==> config.mk <==
export PLATFORM = sky130hd
export DESIGN_NAME = grc_front
export DESIGN_NICKNAME = d
export VERILOG_FILES = /design/src/rtl/core/grc_pkg.sv /design/src/rtl/core/grc_front.sv
export SDC_FILE = /design/constraint.sdc
export NUM_CORES = 1
export LEC_CHECK = 0
export BUFFER_PORTS_ARGS = -buffer_cell sky130_fd_sc_hd__buf_4
export CORE_AREA = 2 2 88 90
export DETAILED_ROUTE_END_ITERATION = 8
export DIE_AREA = 0 0 90 92
export GPL_ROUTABILITY_DRIVEN = 0
export PLACE_DENSITY = 0.82
export RECOVER_POWER = 50
export SLEW_MARGIN = 15
export SYNTH_ARGS = -nofsm -noshare
export SYNTH_HDL_FRONTEND = slang
export SYNTH_SLANG_ARGS = --single-unit
==> constraint.sdc <==
create_clock -name clk -period 4.7 [get_ports clk]
set_clock_uncertainty 0.1 [all_clocks]
set_input_delay 1.175 -clock clk [delete_from_list [all_inputs] [get_ports clk]]
set_output_delay 1.175 -clock clk [all_outputs]
set_load 0.1 [all_outputs]
==> src/rtl/core/grc_pkg.sv <==
// Shared types and constants of the column raycaster.
// Used by every module under rtl/core; depends on nothing.
`default_nettype none

package grc_pkg;

  // Default geometry
  localparam int SCREEN_W_DEF  = 320;
  localparam int SCREEN_H_DEF  = 240;
  localparam int MAP_DIM_DEF   = 64;
  localparam int MAX_STEPS_DEF = 128;

  // Datapath widths, sized for the whole legal parameter range
  localparam int DIV_W   = 34;  // dividend and quotient
  localparam int DVS_W   = 52;  // divisor
  localparam int CAM_W   = 25;  // camera offset, signed Q.16
  localparam int PROD_W  = 44;  // plane * camera offset
  localparam int RAY_W   = 30;  // ray component, signed Q.16
  localparam int DELTA_W = 41;  // step distance, 2^40 marks no step
  localparam int SD_W    = 52;  // accumulated side distance
  localparam int CELL_W  = 25;  // solid flag and RGB

  // Register indexes of the configuration port
  typedef enum logic [2:0] {
    REG_POS_X   = 3'd0,
    REG_POS_Y   = 3'd1,
    REG_DIR_X   = 3'd2,
    REG_DIR_Y   = 3'd3,
    REG_PLANE_X = 3'd4,
    REG_PLANE_Y = 3'd5
  } reg_idx_t;

  typedef enum logic {
    OP_WRITE = 1'b0,
    OP_CAST  = 1'b1
  } op_t;

  typedef struct packed {
    op_t         op;
    logic [8:0]  column;
    logic [5:0]  cell_x;
    logic [5:0]  cell_y;
    logic [CELL_W-1:0] cell_data;
  } item_t;

  typedef struct packed {
    logic  valid;
    item_t item;
  } queue_t;

  typedef struct packed {
    logic clearing;
    logic pop;
  } back_stat_t;

  typedef struct packed {
    logic        [21:0] pos_x;
    logic        [21:0] pos_y;
    logic signed [18:0] dir_x;
    logic signed [18:0] dir_y;
    logic signed [18:0] plane_x;
    logic signed [18:0] plane_y;
  } cfg_t;

  typedef struct packed {
    logic        valid;
    logic [8:0]  column;
    logic        hit;
    logic [7:0]  wall_top;
    logic [7:0]  wall_bottom;
    logic [31:0] wall_color;
    logic        hit_side;
    logic [23:0] distance;
  } res_t;

endpackage

`default_nettype wire

==> src/rtl/core/grc_front.sv <==
// Front end: takes commands, drops cell writes outside the map and queues
// the rest for the back end. Depends on grc_pkg.
`default_nettype none

module grc_front #(
  parameter int MAP_DIM = 64
) (
  input  wire logic               clk,
  input  wire logic               rst_n,
  input  wire logic               start,
  output logic                    busy,
  input  wire logic               in_func,
  input  wire logic [8:0]         in_column,
  input  wire logic [5:0]         in_cell_x,
  input  wire logic [5:0]         in_cell_y,
  input  wire logic               in_cell_solid,
  input  wire logic [7:0]         in_cell_red,
  input  wire logic [7:0]         in_cell_green,
  input  wire logic [7:0]         in_cell_blue,
  input  wire grc_pkg::back_stat_t stat,
  output grc_pkg::queue_t         q
);
  import grc_pkg::*;

  item_t      q_r [2];
  logic       wp_r, rp_r;
  logic [1:0] cnt_r;
  item_t      it;
  logic       keep, push;

  always_comb begin
    it.op        = in_func ? OP_CAST : OP_WRITE;
    it.column    = in_column;
    it.cell_x    = in_cell_x;
    it.cell_y    = in_cell_y;
    it.cell_data = {in_cell_solid, in_cell_red, in_cell_green, in_cell_blue};
    keep = in_func || ((32'(in_cell_x) < MAP_DIM) && (32'(in_cell_y) < MAP_DIM));
  end

  assign busy   = (cnt_r == 2'd2) || stat.clearing;
  assign push   = start && !busy && keep;
  assign q.valid = (cnt_r != 2'd0);
  assign q.item  = q_r[rp_r];

  always_ff @(posedge clk) begin
    if (push) begin
      q_r[wp_r] <= it;
    end
  end

  always_ff @(posedge clk) begin
    if (!rst_n) begin
      wp_r  <= 1'b0;
      rp_r  <= 1'b0;
      cnt_r <= 2'd0;
    end else begin
      if (push) begin
        wp_r <= !wp_r;
      end
      if (stat.pop) begin
        rp_r <= !rp_r;
      end
      cnt_r <= cnt_r + 2'(push) - 2'(stat.pop);
    end
  end

endmodule

`default_nettype wire

==> flow_summary.ini <==
[floorplan]
start_util = 0.504
die_y_um = 92
die-area_um2 = 8280
die-width_um = 90
core_area_um2 = 7450
row_count = 32
ios = 101

[cells_and_area]
num-fill-cells = 565
n_antenna_cell = 0
final_nets = 335
seq_area_um2 = 2920
area_growth_pct = 26.8
drive_gt1_frac = 0.542
multi_input_area_um2 = 769
finish.utilization = 0.638

[run]
max_cap_viol_count = 0

[detailed_routing]
drt_iter0_drc = 71
vias = 1826
drt-total-wl_um = 5990
first_pass_iters = 4
drtAntennaViolNets = 0
drc_errors = 0
vias_per_cell = 4.71
detail_route.wl_per_cell_um = 15.4

[synthesis]
ys_async_sr_fraction = 0
yosys-top-cells-count = edfxtp_1 (94), mux2_4 (30), mux2_2 (17)
yosysMostFrequentCell = edfxtp_1
synth_warnings = 0
syn_avg_cell_area_um2 = 21.9
synth_top_area_frac = 0.753
ys_seq_area_frac = 0.779
ys_seq_elements = 99
synth_top_cell_by_area = edfxtp_1
synth_cell_types = 17
synth_flop_cell = edfxtp_1
syn_nets = 225
synth_area_leaders = edfxtp_1 (75%), mux2_4 (12%), mux2_2 (5.1%)
synth-edff-count = 94
synth_area_um2 = 3750
synthCells = 171

[setup_path]
critPathKind = flip-flop to primary output
cp-end-kind = primary output
rrSetupSlack_ns = 2.08
path_max_fanout = 28
crit_arrival_ns = 2.17
r2r_start = cnt_r[0]
timing.rr.end = q_r[1][17]
endpoint = q[3]
startpoint_type = flip-flop
crit_required_ns = 3.42
rr_worst_depth = 4

[clock_network]
cts_tree = built
cts_buffer_depth = 2
insertion_delay_ns = 0.35
cts-root-buf = clkbuf_8
htreeDepth = 3
ctsResizeCount = 0
clkSinkCount = 99
numCtsBuffers = 9
path_clk_slew_ns = 0.09
hold_buffers = 0
post_cts_buffers = 0

[placement]
port_buffers = 100
dp_hpwl_um = 4130

[timing]
setup_viol = 0
slew_viol_final = 0
hold_viol = 0
fin_setup_tns_ns = 0
max_freq_ghz = 0.290
period_minus_slack_ns = 3.45
period_share = 0.733
rsz0062_at_grt = no
maxSlewHeadroom = 0.228
tightest_slew_ns = 1.15
holdWs_ns = 0.401

[power_and_ir_drop]
swShare = 0.342
fin_total_pwr_mw = 2.17
power_frac_seq = 0.484
ir_worst_vdd_mv = 0.251
power_frac_comb = 0.276
p_sw_mw = 0.740
clock_power_share = 0.240
power_density_nw_per_um2 = 455
intPower_mw = 1.42
p_leak_nw = 1.80

[global_routing]
grt_pass1_vias = 1906
grt_usage = 0.147
antenna_found_initial = 0
overflow = 0
grt_max_degree = 35
grt_pass1_wl_um = 9260

[worst_hold_path]
hp-class = flip-flop to flip-flop
worstHoldStart = wp_r

[run_status]
status = finished clean
metrics by stage:
| step | instances | setup WS [ns] | area [µm²] |
|---|---|---|---|
| final | 388 | 1.25 | 4750 |
| after global routing | 388 | 1.15 | 4750 |
| after CTS | 388 | 1.21 | 4820 |
| after detailed placement | 372 | 1.61 | 4620 |
| after global placement | 372 | 1.62 | 4620 |
| after floorplan | 171 | 0.752 | 3750 |
cell families (layout without fill, tap and decap cells):
| family | Yosys count | after routing | synth area share |
|---|---|---|---|
| simple gates | 12 | 12 | 0.0177 |
| xor+xnor | 3 | 3 | 0.00701 |
| flops | 99 | 99 | 0.779 |
| buf+inv | 7 | 122 | 0.0153 |
| mux | 48 | 48 | 0.174 |
| fa+ha+maj | 2 | 2 | 0.00667 |
worst min path at each step:
stage | end | slack (ns) | cells after the start
detailed placement | wp_r | 0.43 | 2
floorplan | wp_r | 0.35 | 2
global route | wp_r | 0.43 | 2
global placement | wp_r | 0.39 | 2
CTS | wp_r | 0.44 | 2
finish | wp_r | 0.40 | 2
routing by layer:
metal  routed length [µm]  share of wire  up-vias  global-route usage
li1                     -              -      883                   -
met1                 2510           0.42      874               0.177
met2                 3020           0.50       60               0.243
met3                  372          0.062        9              0.0542
met4                   89          0.015        0              0.0551
met5                    0              0        -                   0
layout make-up:
cell class | count | share of cell area
inverters | 2 | 0.00158
flip-flops and latches | 99 | 0.615
well taps | 102 | 0.0268
multi-input cells | 65 | 0.162
repair buffers | 104 | 0.154
clock inverters | 7 | 0.0145
clock buffers | 9 | 0.0261
critical path: stages, from the launching register on:
cell     delay (ns)
dfxtp_2        0.84
buf_4          0.36
mux2_2         0.36
buf_4          0.23
power by group through the flow:
stage	Sequential, mW	Clock (mW)	Combinational (mW)
2_1_floorplan	1.06	0	0.496
3_3_place_gp	1.07	0	0.605
3_5_place_dp	1.07	0	0.610
4_1_cts	1.05	0.537	0.610
5_1_grt	1.05	0.569	0.617
6_report	1.05	0.521	0.597
flip-flops by register name (all words and copies together), names as in the netlist, named ones only:
register  cells
cnt_r         2
wp_r          1
q_r          94
rp_r          1
layout by cell type, fill, tap and decap left out, types with 2 or more instances in the layout:
| master | Yosys | final |
|---|---|---|
| clkbuf_4 | 0 | 36 |
| mux2_2 | 17 | 17 |
| nand2_1 | 2 | 2 |
| clkinv_4 | 0 | 2 |
| mux2_4 | 30 | 30 |
| and2_1 | 4 | 3 |
| clkbuf_1 | 0 | 13 |
| buf_4 | 0 | 55 |
| nand2b_1 | 2 | 2 |
| clkbuf_8 | 0 | 9 |
| edfxtp_1 | 94 | 94 |
| dfxtp_1 | 5 | 4 |
| ha_1 | 2 | 2 |
| clkinv_2 | 0 | 2 |
| inv_1 | 2 | 2 |
| nor2_1 | 2 | 2 |
| xnor2_1 | 2 | 2 |
No activity file was read; power rests on OpenSTA's default activity.
